[config.mk]
export PLATFORM = sky130hd
export DESIGN_NAME = keyed_record_table_unit_flat
export DESIGN_NICKNAME = d
export VERILOG_FILES = /design/src/rtl/core/krt_pkg.sv /design/src/rtl/core/krt_in_if.sv /design/src/rtl/core/krt_out_if.sv /design/src/rtl/core/krt_datapath.sv /design/src/rtl/core/krt_ctrl.sv /design/src/rtl/core/keyed_record_table_unit.sv /design/src/flat_wrapper.sv
export SDC_FILE = /design/constraint.sdc
export NUM_CORES = 1
export LEC_CHECK = 0
export ABC_CLOCK_PERIOD_IN_PS = 14820
export BUFFER_PORTS_ARGS = -buffer_cell sky130_fd_sc_hd__buf_2
export CAP_MARGIN = 20
export CORE_MARGIN = 5
export CORE_UTILIZATION = 30
export CTS_CLUSTER_DIAMETER = 200
export DETAILED_ROUTE_END_ITERATION = 10
export GPL_TIMING_DRIVEN = 0
export PLACE_DENSITY = 0.45
export SYNTH_ARGS = -nofsm -noshare
export SYNTH_HDL_FRONTEND = slang
export SYNTH_SLANG_ARGS = --single-unit
export TNS_END_PERCENT = 10
[constraint.sdc]
create_clock -name clk -period 14.82 [get_ports clk]
set_clock_uncertainty 0.1 [all_clocks]
set_input_delay 1.482 -clock clk [delete_from_list [all_inputs] [get_ports clk]]
set_output_delay 1.482 -clock clk [all_outputs]
set_load 0.005 [all_outputs]
[src/rtl/core/krt_pkg.sv]
// ============================================================================
// krt_pkg: shared types and codes of the keyed record table
// Field widths, command and status codes, the stored record layout, and the
// command/status bundles between the controller and the datapath.
// ============================================================================
package krt_pkg;

  // Field widths
  localparam int KIND_W = 3;
  localparam int KEY_W  = 16;
  localparam int SECT_W = 4;
  localparam int SAL_W  = 24;
  localparam int SLOT_W = 4;
  localparam int STAT_W = 2;

  // Command kinds
  localparam logic [KIND_W-1:0] KIND_INSERT = 3'd0;
  localparam logic [KIND_W-1:0] KIND_DELETE = 3'd1;
  localparam logic [KIND_W-1:0] KIND_UPDATE = 3'd2;
  localparam logic [KIND_W-1:0] KIND_SORT   = 3'd3;
  localparam logic [KIND_W-1:0] KIND_READ   = 3'd4;

  // Result status codes
  localparam logic [STAT_W-1:0] ST_OK       = 2'd0;
  localparam logic [STAT_W-1:0] ST_FULL     = 2'd1;
  localparam logic [STAT_W-1:0] ST_DUP      = 2'd2;
  localparam logic [STAT_W-1:0] ST_NOTFOUND = 2'd3;

  // One stored record
  typedef struct packed {
    logic [KEY_W-1:0]  key;
    logic [SECT_W-1:0] sector;
    logic [SAL_W-1:0]  salary;
  } record_t;

  // One result beat
  typedef struct packed {
    logic [STAT_W-1:0] status;
    logic [SLOT_W-1:0] slot;
    logic              valid;
    logic [KEY_W-1:0]  key;
    logic [SECT_W-1:0] sector;
    logic [SAL_W-1:0]  salary;
  } result_t;

  // Controller to datapath
  typedef struct packed {
    logic accept;    // latch the request beat, clear the result
    logic start;     // begin a scan from slot zero
    logic advance;   // step the sort position and scan from there
    logic act;       // apply the command once the scan is complete
    logic swap_p;    // write the minimum record at the sort position
    logic swap_m;    // write the displaced record where the minimum was
    logic load_out;  // move the result into the output register
  } krt_cmd_t;

  // Datapath to controller
  typedef struct packed {
    logic scan_busy;
    logic is_sort;
    logic best_found;
    logic best_at_pos;
    logic pos_last;
  } krt_stat_t;

endpackage

[src/rtl/core/krt_in_if.sv]
// ============================================================================
// krt_in_if: request channel of the keyed record table
// Valid/ready handshake carrying one command beat.
// ============================================================================
interface krt_in_if;
  import krt_pkg::*;

  logic              valid;
  logic              ready;
  logic [KIND_W-1:0] kind;
  logic [KEY_W-1:0]  record_key;
  logic [SECT_W-1:0] sector_id;
  logic [SAL_W-1:0]  salary;
  logic [SLOT_W-1:0] slot;

  modport source (
    output valid, kind, record_key, sector_id, salary, slot,
    input  ready
  );

  modport sink (
    input  valid, kind, record_key, sector_id, salary, slot,
    output ready
  );
endinterface

[src/rtl/core/krt_out_if.sv]
// ============================================================================
// krt_out_if: response channel of the keyed record table
// Valid/ready handshake carrying one result beat.
// ============================================================================
interface krt_out_if;
  import krt_pkg::*;

  logic              valid;
  logic              ready;
  logic [STAT_W-1:0] status;
  logic [SLOT_W-1:0] out_slot;
  logic              out_valid;
  logic [KEY_W-1:0]  out_key;
  logic [SECT_W-1:0] out_sector;
  logic [SAL_W-1:0]  out_salary;

  modport source (
    output valid, status, out_slot, out_valid, out_key, out_sector, out_salary,
    input  ready
  );

  modport sink (
    input  valid, status, out_slot, out_valid, out_key, out_sector, out_salary,
    output ready
  );
endinterface

[src/rtl/core/krt_datapath.sv]
// ============================================================================
// krt_datapath: record storage, slot scanner and result registers
// Holds the record memory and valid bits, scans one slot per cycle for key
// matches, the first free slot and the minimum key, and performs the writes.
// ============================================================================
module krt_datapath #(
  parameter int DEPTH = 16
) (
  input  logic                        clk,
  input  logic                        rst,
  input  krt_pkg::krt_cmd_t           cmd,
  output krt_pkg::krt_stat_t          stat,
  input  logic [krt_pkg::KIND_W-1:0]  in_kind,
  input  logic [krt_pkg::KEY_W-1:0]   in_key,
  input  logic [krt_pkg::SECT_W-1:0]  in_sector,
  input  logic [krt_pkg::SAL_W-1:0]   in_salary,
  input  logic [krt_pkg::SLOT_W-1:0]  in_slot,
  output krt_pkg::result_t            result
);
  import krt_pkg::*;

  localparam int AW = (DEPTH > 1) ? $clog2(DEPTH) : 1;
  localparam int CW = ((AW > SLOT_W) ? AW : SLOT_W) + 1;
  localparam logic [AW-1:0] LAST = AW'(DEPTH - 1);

  // Latched request
  logic [KIND_W-1:0] kind;
  logic [KEY_W-1:0]  key;
  logic [SECT_W-1:0] sector;
  logic [SAL_W-1:0]  salary;
  logic [SLOT_W-1:0] slot;

  // Storage
  logic [DEPTH-1:0] valid;
  record_t          mem [DEPTH];
  record_t          rdata;
  logic [AW-1:0]    rd_addr;
  logic             wr_en;
  logic [AW-1:0]    wr_addr;
  record_t          wr_data;

  // Scanner
  logic          scan_run;
  logic [AW-1:0] scan_idx;
  logic          cmp_live;
  logic [AW-1:0] cmp_idx;
  logic [AW-1:0] pos;
  logic          cmp_valid;

  // Scan findings
  logic          found;
  logic [AW-1:0] found_idx;
  record_t       found_rec;
  logic          free_found;
  logic [AW-1:0] free_idx;
  logic          best_found;
  logic [AW-1:0] best_idx;
  record_t       best_rec;
  record_t       head_rec;

  // Read slot decode
  logic [CW-1:0] slot_ext;
  logic          slot_in_range;
  logic [AW-1:0] slot_addr;

  // Results
  result_t res;
  result_t out_q;

  logic insert_ok;
  logic key_ok;

  assign slot_ext      = CW'(slot);
  assign slot_in_range = slot_ext < CW'(DEPTH);
  assign slot_addr     = slot_ext[AW-1:0];
  assign rd_addr       = scan_run ? scan_idx : slot_addr;
  assign cmp_valid     = valid[cmp_idx];

  assign insert_ok = cmd.act && (kind == KIND_INSERT) && free_found && !found;
  assign key_ok    = cmd.act && found;

  // Latch the request beat
  always_ff @(posedge clk) begin
    if (cmd.accept) begin
      kind   <= in_kind;
      key    <= in_key;
      sector <= in_sector;
      salary <= in_salary;
      slot   <= in_slot;
    end
  end

  // Select the single memory write of this cycle
  always_comb begin
    wr_en   = 1'b0;
    wr_addr = free_idx;
    wr_data = '{key: key, sector: sector, salary: salary};
    if (insert_ok) begin
      wr_en = 1'b1;
    end else if (key_ok && (kind == KIND_UPDATE)) begin
      wr_en   = 1'b1;
      wr_addr = found_idx;
      wr_data = '{key: found_rec.key, sector: found_rec.sector, salary: salary};
    end else if (cmd.swap_p) begin
      wr_en   = 1'b1;
      wr_addr = pos;
      wr_data = best_rec;
    end else if (cmd.swap_m) begin
      wr_en   = 1'b1;
      wr_addr = best_idx;
      wr_data = head_rec;
    end
  end

  // Record memory, registered read
  always_ff @(posedge clk) begin
    rdata <= mem[rd_addr];
    if (wr_en) begin
      mem[wr_addr] <= wr_data;
    end
  end

  // Valid bits
  always_ff @(posedge clk) begin
    if (rst) begin
      valid <= '0;
    end else if (insert_ok) begin
      valid[free_idx] <= 1'b1;
    end else if (key_ok && (kind == KIND_DELETE)) begin
      valid[found_idx] <= 1'b0;
    end else if (cmd.swap_p) begin
      valid[pos]      <= 1'b1;
      valid[best_idx] <= valid[pos];
    end
  end

  // Scan control: issue one slot address a cycle, compare it in the next cycle
  always_ff @(posedge clk) begin
    if (rst) begin
      scan_run <= 1'b0;
      cmp_live <= 1'b0;
    end else begin
      cmp_live <= scan_run;
      if (cmd.start || cmd.advance) begin
        scan_run <= 1'b1;
      end else if (scan_run && (scan_idx == LAST)) begin
        scan_run <= 1'b0;
      end
    end
  end

  // Scan address and sort position
  always_ff @(posedge clk) begin
    cmp_idx <= scan_idx;
    if (cmd.start) begin
      scan_idx <= '0;
    end else if (cmd.advance) begin
      scan_idx <= pos + AW'(1);
    end else if (scan_run) begin
      scan_idx <= scan_idx + AW'(1);
    end
    if (cmd.accept) begin
      pos <= '0;
    end else if (cmd.advance) begin
      pos <= pos + AW'(1);
    end
  end

  // Gather key match, first free slot and minimum key
  always_ff @(posedge clk) begin
    if (rst) begin
      found      <= 1'b0;
      free_found <= 1'b0;
      best_found <= 1'b0;
    end else if (cmd.start || cmd.advance) begin
      found      <= 1'b0;
      free_found <= 1'b0;
      best_found <= 1'b0;
    end else if (cmp_live) begin
      if (cmp_valid && (rdata.key == key) && !found) begin
        found <= 1'b1;
      end
      if (!cmp_valid && !free_found) begin
        free_found <= 1'b1;
      end
      if (cmp_valid && (!best_found || (rdata.key < best_rec.key))) begin
        best_found <= 1'b1;
      end
    end
  end

  // Capture indexes and records alongside the flags
  always_ff @(posedge clk) begin
    if (cmp_live) begin
      if (cmp_valid && (rdata.key == key) && !found) begin
        found_idx <= cmp_idx;
        found_rec <= rdata;
      end
      if (!cmp_valid && !free_found) begin
        free_idx <= cmp_idx;
      end
      if (cmp_valid && (!best_found || (rdata.key < best_rec.key))) begin
        best_idx <= cmp_idx;
        best_rec <= rdata;
      end
      if (cmp_idx == pos) begin
        head_rec <= rdata;
      end
    end
  end

  // Build the result
  always_ff @(posedge clk) begin
    if (cmd.accept) begin
      res <= '0;
    end else if (cmd.act) begin
      case (kind)
        KIND_INSERT: begin
          if (!free_found) begin
            res.status <= ST_FULL;
          end else if (found) begin
            res.status <= ST_DUP;
          end else begin
            res.slot <= SLOT_W'(free_idx);
          end
        end
        KIND_DELETE, KIND_UPDATE: begin
          if (!found) begin
            res.status <= ST_NOTFOUND;
          end else begin
            res.slot <= SLOT_W'(found_idx);
          end
        end
        KIND_READ: begin
          if (slot_in_range && valid[slot_addr]) begin
            res.valid  <= 1'b1;
            res.key    <= rdata.key;
            res.sector <= rdata.sector;
            res.salary <= rdata.salary;
          end
        end
        default: begin
        end
      endcase
    end
  end

  // Output register
  always_ff @(posedge clk) begin
    if (cmd.load_out) begin
      out_q <= res;
    end
  end

  assign result = out_q;

  assign stat.scan_busy   = scan_run | cmp_live;
  assign stat.is_sort     = (kind == KIND_SORT);
  assign stat.best_found  = best_found;
  assign stat.best_at_pos = (best_idx == pos);
  assign stat.pos_last    = (pos == LAST);

  // Every issued address reaches the comparator on the next cycle
  a_scan_drain: assert property (@(posedge clk) disable iff (rst)
    scan_run |=> cmp_live)
    else $error("scan address issued without a following compare");

  // The second half of a swap follows a filled sort position
  a_swap_pos_valid: assert property (@(posedge clk) disable iff (rst)
    cmd.swap_m |-> valid[pos])
    else $error("sort position empty during swap");

endmodule

[src/rtl/core/krt_ctrl.sv]
// ============================================================================
// krt_ctrl: command sequencer of the keyed record table
// Takes request beats, runs slot scans and sort passes on the datapath, and
// hands results to the output register when it is free.
// ============================================================================
module krt_ctrl (
  input  logic                       clk,
  input  logic                       rst,
  input  logic                       in_valid,
  input  logic [krt_pkg::KIND_W-1:0] in_kind,
  output logic                       in_ready,
  output logic                       out_valid,
  input  logic                       out_ready,
  input  krt_pkg::krt_stat_t         stat,
  output krt_pkg::krt_cmd_t          cmd
);
  import krt_pkg::*;

  typedef enum logic [6:0] {
    S_IDLE   = 7'b0000001,
    S_SCAN   = 7'b0000010,
    S_RD     = 7'b0000100,
    S_ACT    = 7'b0001000,
    S_SWAP_P = 7'b0010000,
    S_SWAP_M = 7'b0100000,
    S_REPLY  = 7'b1000000
  } state_t;

  state_t state;
  state_t state_next;

  assign in_ready = (state == S_IDLE);

  // Next state and datapath commands
  always_comb begin
    state_next = state;
    cmd        = '0;
    case (state)
      S_IDLE: begin
        if (in_valid) begin
          cmd.accept = 1'b1;
          case (in_kind)
            KIND_INSERT, KIND_DELETE, KIND_UPDATE, KIND_SORT: begin
              cmd.start  = 1'b1;
              state_next = S_SCAN;
            end
            KIND_READ: state_next = S_RD;
            default:   state_next = S_REPLY;
          endcase
        end
      end
      S_SCAN: begin
        if (!stat.scan_busy) begin
          state_next = S_ACT;
        end
      end
      S_RD: state_next = S_ACT;
      S_ACT: begin
        cmd.act = 1'b1;
        if (!stat.is_sort || !stat.best_found) begin
          state_next = S_REPLY;
        end else if (!stat.best_at_pos) begin
          state_next = S_SWAP_P;
        end else if (stat.pos_last) begin
          state_next = S_REPLY;
        end else begin
          cmd.advance = 1'b1;
          state_next  = S_SCAN;
        end
      end
      S_SWAP_P: begin
        cmd.swap_p = 1'b1;
        state_next = S_SWAP_M;
      end
      S_SWAP_M: begin
        cmd.swap_m = 1'b1;
        if (stat.pos_last) begin
          state_next = S_REPLY;
        end else begin
          cmd.advance = 1'b1;
          state_next  = S_SCAN;
        end
      end
      S_REPLY: begin
        if (!out_valid || out_ready) begin
          cmd.load_out = 1'b1;
          state_next   = S_IDLE;
        end
      end
      default: state_next = S_IDLE;
    endcase
  end

  // State register
  always_ff @(posedge clk) begin
    if (rst) begin
      state <= S_IDLE;
    end else begin
      state <= state_next;
    end
  end

  // Output beat pending flag
  always_ff @(posedge clk) begin
    if (rst) begin
      out_valid <= 1'b0;
    end else if (cmd.load_out) begin
      out_valid <= 1'b1;
    end else if (out_ready) begin
      out_valid <= 1'b0;
    end
  end

  // A swap is entered only with a minimum found away from the sort position
  a_swap_cause: assert property (@(posedge clk) disable iff (rst)
    (state == S_SWAP_P) |-> (stat.best_found && !stat.best_at_pos))
    else $error("swap without a displaced minimum");

  // Scan findings are used only after the scanner has drained
  a_act_after_scan: assert property (@(posedge clk) disable iff (rst)
    (state == S_ACT) |-> !stat.scan_busy)
    else $error("command applied while the scan is still running");

endmodule

[src/rtl/core/keyed_record_table_unit.sv]
// ============================================================================
// keyed_record_table_unit: fixed-slot keyed record table
// Table of DEPTH records (key, sector, salary) with insert, delete, salary
// update, sort by key and slot read, one result beat per request beat.
// ============================================================================
// Usage:
//   request  (sink)  : one command beat per valid/ready handshake.
//   response (source): exactly one result beat per request, in order.
//   Requests are taken one at a time; ready is high while the sequencer is
//   idle, including while a previous result still waits in the output
//   register.
//   Work per request beat:
//     read, unused kinds      : no slot scan
//     insert, delete, update  : one full slot scan at one slot per cycle
//                               through the record memory
//     sort                    : a selection pass per position, each a
//                               scan of the remaining slots plus, when the
//                               minimum is not already at the position, a
//                               swap through the single memory write port
//   Reset (synchronous, active high) marks every slot empty at once.
//   When the receiver stalls, the result holds in the output register; the
//   next request is still accepted and is held before its reply until the
//   output register frees.
// ============================================================================
module keyed_record_table_unit #(
  parameter int DEPTH = 16
) (
  input  logic      clk,
  input  logic      rst,
  krt_in_if.sink    request,
  krt_out_if.source response
);
  import krt_pkg::*;

  krt_cmd_t  cmd;
  krt_stat_t stat;
  result_t   result;

  krt_ctrl u_ctrl (
    .clk       (clk),
    .rst       (rst),
    .in_valid  (request.valid),
    .in_kind   (request.kind),
    .in_ready  (request.ready),
    .out_valid (response.valid),
    .out_ready (response.ready),
    .stat      (stat),
    .cmd       (cmd)
  );

  krt_datapath #(
    .DEPTH (DEPTH)
  ) u_datapath (
    .clk       (clk),
    .rst       (rst),
    .cmd       (cmd),
    .stat      (stat),
    .in_kind   (request.kind),
    .in_key    (request.record_key),
    .in_sector (request.sector_id),
    .in_salary (request.salary),
    .in_slot   (request.slot),
    .result    (result)
  );

  assign response.status     = result.status;
  assign response.out_slot   = result.slot;
  assign response.out_valid  = result.valid;
  assign response.out_key    = result.key;
  assign response.out_sector = result.sector;
  assign response.out_salary = result.salary;

endmodule

[src/flat_wrapper.sv]
// flat-port wrapper written by rule: the top's interface ports become plain ports
module keyed_record_table_unit_flat import krt_pkg::*;
#(
  parameter int DEPTH = 16
)
  (clk, rst, request_valid, request_kind, request_record_key, request_sector_id, request_salary, request_slot, request_ready, response_valid, response_status, response_out_slot, response_out_valid, response_out_key, response_out_sector, response_out_salary, response_ready);
  krt_in_if request_i ();
  krt_out_if response_i ();
  input  logic clk;
  input  logic rst;
  input wire logic [$bits(request_i.valid)-1:0] request_valid;
  input wire logic [$bits(request_i.kind)-1:0] request_kind;
  input wire logic [$bits(request_i.record_key)-1:0] request_record_key;
  input wire logic [$bits(request_i.sector_id)-1:0] request_sector_id;
  input wire logic [$bits(request_i.salary)-1:0] request_salary;
  input wire logic [$bits(request_i.slot)-1:0] request_slot;
  output wire logic [$bits(request_i.ready)-1:0] request_ready;
  output wire logic [$bits(response_i.valid)-1:0] response_valid;
  output wire logic [$bits(response_i.status)-1:0] response_status;
  output wire logic [$bits(response_i.out_slot)-1:0] response_out_slot;
  output wire logic [$bits(response_i.out_valid)-1:0] response_out_valid;
  output wire logic [$bits(response_i.out_key)-1:0] response_out_key;
  output wire logic [$bits(response_i.out_sector)-1:0] response_out_sector;
  output wire logic [$bits(response_i.out_salary)-1:0] response_out_salary;
  input wire logic [$bits(response_i.ready)-1:0] response_ready;
  assign request_i.valid = request_valid;
  assign request_i.kind = request_kind;
  assign request_i.record_key = request_record_key;
  assign request_i.sector_id = request_sector_id;
  assign request_i.salary = request_salary;
  assign request_i.slot = request_slot;
  assign request_ready = request_i.ready;
  assign response_valid = response_i.valid;
  assign response_status = response_i.status;
  assign response_out_slot = response_i.out_slot;
  assign response_out_valid = response_i.out_valid;
  assign response_out_key = response_i.out_key;
  assign response_out_sector = response_i.out_sector;
  assign response_out_salary = response_i.out_salary;
  assign response_i.ready = response_ready;
  keyed_record_table_unit #(.DEPTH(DEPTH)) u_core (.clk(clk), .rst(rst), .request(request_i), .response(response_i));
endmodule
==> results.py, run 1 <==
metrics = {
    "critical_path": {
        "crit_buf_inv": 3,
        "required_ns": 15.11,
        "path_cells": "nor3_1 > clkbuf_1 > nand3_1 > a21oi_1 > a32oi_1 > or2_2 > nor2_4 > buf_16 > buf_12",
        "worst_ep_arrival_time_ns": 4.69,
        "end_kind": "flip-flop",
        "crit_fanout": 22,
        "worst-setup-path-type": "flip-flop to flip-flop",
        "cpPeakStageDelay_ns": 0.66,
        "critPathTopFamily": "simple AND/OR/NAND/NOR gates",
        "critPathSlowestCell": "nor3_1",
        "cp-start-kind": "flip-flop",
    },
    "clock_tree": {
        "clock_latency_ns": 0.72,
        "htree_levels": 3,
        "cts_made_buffers": 111,
        "post_cts_buffers": 0,
        "cts_resized": 0,
        "cts_hold_buf": 0,
        "path_clk_slew_ns": 0.06,
        "cts.sinks": 1062,
        "cts_root_buf": "clkbuf_16",
        "cts_tree": "yes",
        "cts_buffer_depth": 3,
    },
    "logic_synthesis": {
        "synth_commonest_cells": "edfxtp_1, nor2_1, nand2_1",
        "yosysMostFrequentCell": "edfxtp_1",
        "postSynthCellCount": 2601,
        "yosysSeqAreaShare": 0.720,
        "yosysTopAreaCell": "edfxtp_1",
        "synth.avg_cell_area_um2": 16.3,
        "synth_fp_nets": 2676,
        "yosys.area.top_type_share": 0.656,
        "async_reset_ff_frac": 0,
        "syn_area_um2": 42400,
        "synth_edf_count": 926,
        "yosysWarnings": 0,
        "synth.distinct_cells": 71,
        "synth_ff_type": "edfxtp_1",
        "ys_seq_elements": 1062,
        "synth_area_leaders": "edfxtp_1, mux4_2, dfxtp_1",
    },
    "floorplanning": {
        "fp-row-count": 138,
        "io_pins": 108,
        "die_w_um": 386,
        "die_area_um2": 149000,
        "die_h_um": 386,
        "start_util": 0.301,
        "fp.coreArea_um2": 141000,
    },
    "routing": {
        "dr_total_vias": 24800,
        "wl_met2_mm": 61.2,
        "drt_wl_total_mm": 123,
        "antenna_left": 0,
        "viasPerCell": 5.03,
        "first_pass_iters": 7,
        "wl_met3_mm": 6.20,
        "drt_iter0_drc": 1978,
        "wl_per_cell_um": 25.0,
        "top_layer": "met4",
        "wl_met1_mm": 52.8,
        "drc_errors": 0,
    },
    "power_and_ir_drop": {
        "swShare": 0.282,
        "p_per_area_nw_per_um2": 156,
        "p_switching_uw": 2230,
        "p_leak_uw": 0.0164,
        "intPower_uw": 5670,
        "combPwrFrac": 0.175,
        "finalPower_uw": 7900,
        "p_clk_frac": 0.351,
        "irDropWorstVdd_v": 0.0000911,
        "seq_power_share": 0.474,
    },
    "sta": {
        "fin_tns_setup_ns": 0,
        "worstMarginPinSlew_ns": 1.03,
        "min_period_ns": 4.39,
        "min_period_over_period": 0.297,
        "max-slew-margin-rel": 0.313,
        "drv_slew": 0,
        "fmax_mhz": 228,
        "setup_violations": 0,
        "fin_ws_ns": 10.43,
        "finalHoldViolations": 0,
        "rsz0062_at_grt": "false",
    },
    "placement": {
        "dp_slack_ns": 10.45,
        "dp_cells": 4708,
        "dpl_cell_area_um2": 46800,
        "hpwl_mm": 87.9,
        "place.gp.congestion": 0.850,
        "port_buffers": 107,
    },
    "global_routing": {
        "grt_max_degree": 45,
        "grt_pass1_vias": 26000,
        "grt_pass1_wl_mm": 179,
        "grt_use_total": 0.164,
        "grt-ovfl-total": 0,
        "antenna_found_initial": 2,
    },
    "layout": {
        "area_growth_pct": 19.3,
        "final_cells": 4931,
        "drive_gt1_frac": 0.220,
        "fin_nets": 3015,
        "fin_area_um2": 50600,
    },
    "min_path": {
        "worst_hold_path_type": "flip-flop to flip-flop",
    },
    "status": {
        "status": "complete, no violations",
    },
    "flow_run": {
        "cap_violations": 0,
    },
}
==> cell type report <==
cell class | count | area [µm²]
antenna | 4 | 10.0
clock inverter | 60 | 558
inverter | 24 | 90.1
multi-input combinational | 1350 | 11200
sequential | 1062 | 30500
buffer | 165 | 713
clock buffer | 150 | 3080
tap | 1890 | 2360
timing repair buffer | 226 | 2000
fill | 13400 | 90300
==> worst paths after layout <==
path / startpoint / to / slack, ns / cells past startpoint
hold reg to reg: u_core.u_datapath.res[19] / u_core.u_datapath.result[19] / 0.33 / 0
setup / recovery: u_core.u_ctrl.state[6] / u_core.u_datapath.mem[4][39] / 10.43 / 9
setup reg to reg: u_core.u_ctrl.state[6] / u_core.u_datapath.mem[4][39] / 10.43 / 9
hold / removal: u_core.u_datapath.res[19] / u_core.u_datapath.result[19] / 0.33 / 0
==> stage by stage <==
stage | hold WS [ns] | utilization
2_1_floorplan | 0.277 | -
5_1_grt | 0.344 | 0.359
3_3_place_gp | 0.318 | 0.321
4_1_cts | 0.334 | 0.358
3_5_place_dp | 0.319 | 0.332
6_report | 0.332 | 0.359
==> state kept, by name, summed over array words and instances, names as in the netlist, 7 cells and up <==
register and flops:
u_core.u_datapath.mem 704, u_core.u_datapath.res 51, u_core.u_datapath.result 51, u_core.u_datapath.best_rec 44, u_core.u_datapath.head_rec 44, u_core.u_datapath.rdata 44, u_core.u_datapath.salary 24, u_core.u_datapath.found_rec 20
u_core.u_datapath.key 16, u_core.u_datapath.valid 16, u_core.u_ctrl.state 7
==> cells in the final DEF (no fill, tap or decap), drive strengths merged, types with 44 or more instances in the layout <==
cell,synthesis,routed
a211oi,57,57
a21oi,118,118
a31oi,57,57
and2,49,49
buf,52,277
clkbuf,113,264
clkinv,1,44
dfxtp,136,136
edfxtp,926,926
mux2i,57,57
mux4,188,188
nand2,192,192
nor2,204,204
o21ai,57,57
==> logic make-up after synthesis <==
family,count (synthesis),synth area share
AOI/OAI and AO/OA,422,0.0656
muxes,247,0.114
adders and majority gates,20,0.00591
xor gates and xnor gates,31,0.00641
and+or+nand+nor,630,0.0689
buffers and inverters,189,0.0189
DFF,1062,0.720
==> worst reg2reg max path, delay by kind of cell (launching register included) <==
| family | cells | cell delay [ns] |
|---|---|---|
| AND/OR/NAND/NOR | 4 | 1.86 |
| AO/OA/AOI/OAI | 2 | 0.77 |
| buffers and inverters | 3 | 0.96 |
| flip-flops | 1 | 0.37 |
==> layer usage <==
layer	vias to the layer above	global-route usage
li1	11000	-
met2	708	0.282
met4	0	0.0508
met1	13000	0.214
met5	-	0
met3	164	0.0242
==> power by group through the flow <==
| stage | logic [µW] | clock network, µW | registers (µW) |
|---|---|---|---|
| finish | 1380 | 2780 | 3740 |
| global route | 1500 | 2980 | 3750 |
| CTS | 1400 | 2860 | 3750 |
| detailed placement | 1390 | 0 | 3810 |
| floorplan | 861 | 0 | 3680 |
| global placement | 1300 | 0 | 3820 |
(Power assumes the default switching activity.)
==> run 2: changes to the inputs <==
--- a/config.mk
+++ b/config.mk
@@ -5,7 +5,8 @@
 export SDC_FILE = /design/constraint.sdc
 export NUM_CORES = 1
 export LEC_CHECK = 0
-export ABC_CLOCK_PERIOD_IN_PS = 14820
+export ABC_AREA = 1
+export ABC_CLOCK_PERIOD_IN_PS = 4400
 export BUFFER_PORTS_ARGS = -buffer_cell sky130_fd_sc_hd__buf_2
 export CAP_MARGIN = 20
 export CORE_MARGIN = 5
==> constraint.sdc (replaced) <==
create_clock -name clk -period 4.4 [get_ports clk]
set_clock_uncertainty 0.1 [all_clocks]
set_input_delay 0.44 -clock clk [delete_from_list [all_inputs] [get_ports clk]]
set_output_delay 0.44 -clock clk [all_outputs]
set_load 0.005 [all_outputs]
==> run 2 against run 1 <==
Sequential power increased to 3.2 times the previous value. Die area up 1.5%. Final cell count grew 22%. Setup slack got worse by 9.9 ns. Clock-buffer cell count grew 4. Combinational power grew to 2.9 times the previous value. Total power grew to 3.2 times the previous value. Largest cell class unchanged. Largest power group unchanged. Highest routed layer unchanged.
==> results.py, run 2 <==
metrics = {
    "logic_synthesis": {
        "synth_ff_type": "edfxtp_1",
        "synth.avg_cell_area_um2": 11.8,
        "syn_area_um2": 43000,
        "synth_fp_nets": 3712,
        "synth_area_leaders": "edfxtp_1, dfxtp_1, o21ai_0",
        "yosys.area.top_type_share": 0.646,
        "yosysWarnings": 0,
        "synth_edf_count": 926,
        "synth.distinct_cells": 42,
        "postSynthCellCount": 3637,
        "synth_commonest_cells": "edfxtp_1, o21ai_0, a21oi_1",
        "ys_seq_elements": 1062,
        "yosysMostFrequentCell": "edfxtp_1",
        "async_reset_ff_frac": 0,
        "yosysTopAreaCell": "edfxtp_1",
        "yosysSeqAreaShare": 0.710,
    },
    "routing": {
        "drt_wl_total_mm": 151,
        "antenna_left": 0,
        "drc_errors": 0,
        "first_pass_iters": 5,
        "top_layer": "met4",
        "drt_iter0_drc": 3122,
        "dr_total_vias": 30200,
        "wl_met1_mm": 68.5,
        "wl_met3_mm": 10.8,
        "wl_met2_mm": 68.8,
        "viasPerCell": 5.03,
        "wl_per_cell_um": 25.2,
    },
    "sta": {
        "rsz0062_at_grt": "false",
        "drv_slew": 0,
        "max-slew-margin-rel": 0.214,
        "fmax_mhz": 260,
        "finalHoldViolations": 0,
        "min_period_ns": 3.85,
        "min_period_over_period": 0.874,
        "worstMarginPinSlew_ns": 1.18,
        "setup_violations": 0,
    },
    "layout": {
        "final_cells": 5995,
        "final_cell_mix": "edfxtp_1, o21ai_0, a21oi_1",
        "area_growth_pct": 20.2,
        "drive_gt1_frac": 0.112,
        "final_common_cell": "edfxtp_1",
        "fin_nets": 4069,
        "largest_reg_flops": 704,
        "post-route-util": 0.361,
        "largest_register": "u_core.u_datapath.mem",
    },
    "flow_run": {
        "cap_violations": 0,
    },
    "critical_path": {
        "critPathSlowestCell": "clkbuf_1",
        "worst-setup-path-type": "flip-flop to flip-flop",
        "crit_fanout": 10,
        "worst_ep_arrival_time_ns": 4.27,
        "critPathTopFamily": "buffers and inverters",
        "cp-start-kind": "flip-flop",
        "end_kind": "flip-flop",
        "path_cells": "buf_2 > nand2_1 > nand2_1 > clkbuf_1 > buf_2 > a21oi_1 > o21ai_0 > o211ai_1 > o211ai_1 > nand2_1",
        "cpPeakStageDelay_ns": 0.90,
        "required_ns": 4.83,
        "cpMostUsedCell": "nand2_1",
        "crit_buf_inv": 3,
    },
    "clock_tree": {
        "htree_levels": 3,
        "cts_resized": 0,
        "post_cts_buffers": 0,
        "cts.sinks": 1062,
        "cts_root_buf": "clkbuf_16",
        "path_clk_slew_ns": 0.07,
        "cts_tree": "yes",
        "cts_buffer_depth": 3,
        "cts_made_buffers": 113,
        "clock_latency_ns": 0.73,
    },
    "placement": {
        "port_buffers": 106,
        "dp_cells": 5723,
        "hpwl_mm": 106,
        "place.gp.congestion": 0.875,
    },
    "floorplanning": {
        "start_util": 0.301,
        "die_h_um": 389,
        "fp-row-count": 139,
        "die_area_um2": 151000,
        "io_pins": 108,
        "die_w_um": 389,
        "fp.coreArea_um2": 143000,
    },
    "global_routing": {
        "antenna_found_initial": 3,
        "grt_use_total": 0.194,
        "grt-ovfl-total": 0,
        "grt_pass1_wl_mm": 213,
        "grt_pass1_vias": 28900,
        "grt_max_degree": 30,
    },
    "power_and_ir_drop": {
        "irDropWorstVdd_v": 0.000284,
        "finalPower_uw": 25200,
        "p_per_area_nw_per_um2": 487,
        "p_leak_uw": 0.0180,
    },
    "min_path": {
        "worst_hold_path_type": "input pin to flip-flop",
    },
    "status": {
        "status": "complete, no violations",
    },
}
[run 2: changes by cell type after synthesis, moves of 57 or more]
| cell | previous run | this run |
|---|---|---|
| a21oi_1 | 116 | 471 |
| inv_1 | 23 | 328 |
| mux2i_1 | 57 | 0 |
| mux4_2 | 188 | 0 |
| nand2_1 | 191 | 369 |
| nand3_1 | 38 | 103 |
| o211ai_1 | 3 | 193 |
| o21ai_0 | 57 | 525 |
[run 2: stage by stage]
step / setup WS (ns) / hold WS (ns) / instance area [µm²] / setup TNS, ns
5_1_grt: 0.370 / 0.231 / 51700 / 0
4_1_cts: 0.564 / 0.164 / 51600 / 0
3_3_place_gp: -3.72 / 0.306 / 45900 / -2366.93
3_5_place_dp: 0.545 / 0.304 / 47500 / 0
6_report: 0.555 / 0.231 / 51700 / 0
2_1_floorplan: -1.68 / 0.275 / 43000 / -85.71
[run 2: where the power goes]
| part | internal, µW | switching, µW |
|---|---|---|
| clock network | 5240 | 4070 |
| registers | 11500 | 359 |
| logic | 1030 | 2990 |
[run 2: worst paths after layout]
check                                      from                           end  slack [ns]  cells past startpoint
hold / removal                              rst       u_core.u_ctrl.out_valid        0.23                      2
setup reg to reg      u_core.u_datapath.slot[0]    u_core.u_datapath.rdata[0]        0.55                     10
setup / recovery      u_core.u_datapath.slot[0]    u_core.u_datapath.rdata[0]        0.55                     10
hold reg to reg   u_core.u_datapath.scan_idx[1]  u_core.u_datapath.cmp_idx[1]        0.32                      0
[run 2: cell families (layout without fill, tap and decap cells)]
family,after synthesis,after routing,synth area share
other,0,2,0
AND/OR/NAND/NOR,745,745,0.0733
XOR/XNOR,7,7,0.00143
flip-flops,1062,1062,0.710
AO/OA/AOI/OAI,1244,1244,0.159
adder cells (fa/ha/maj),20,20,0.00582
buffers and inverters,559,1012,0.0507
[run 2: cell type report]
cell class / count / area [µm²]
tap: 1903 / 2380
clock buffer: 154 / 3180
clock inverter: 57 / 464
fill: 14100 / 91400
timing repair buffer: 242 / 2400
sequential: 1062 / 30500
inverter: 331 / 1240
buffer: 228 / 940
multi-input combinational: 2016 / 10600
antenna: 2 / 5.00
[run 2: timing repair]
action	4_1_cts	5_1_grt
setup endpoints to repair	0	0
hold endpoints to repair	56	0
hold buffers	53	0
[run 2: layer usage]
layer | vias up | track usage
met2 | 1078 | 0.308
li1 | 13900 | -
met3 | 156 | 0.0338
met4 | 0 | 0.0466
met1 | 15000 | 0.277
met5 | - | 0
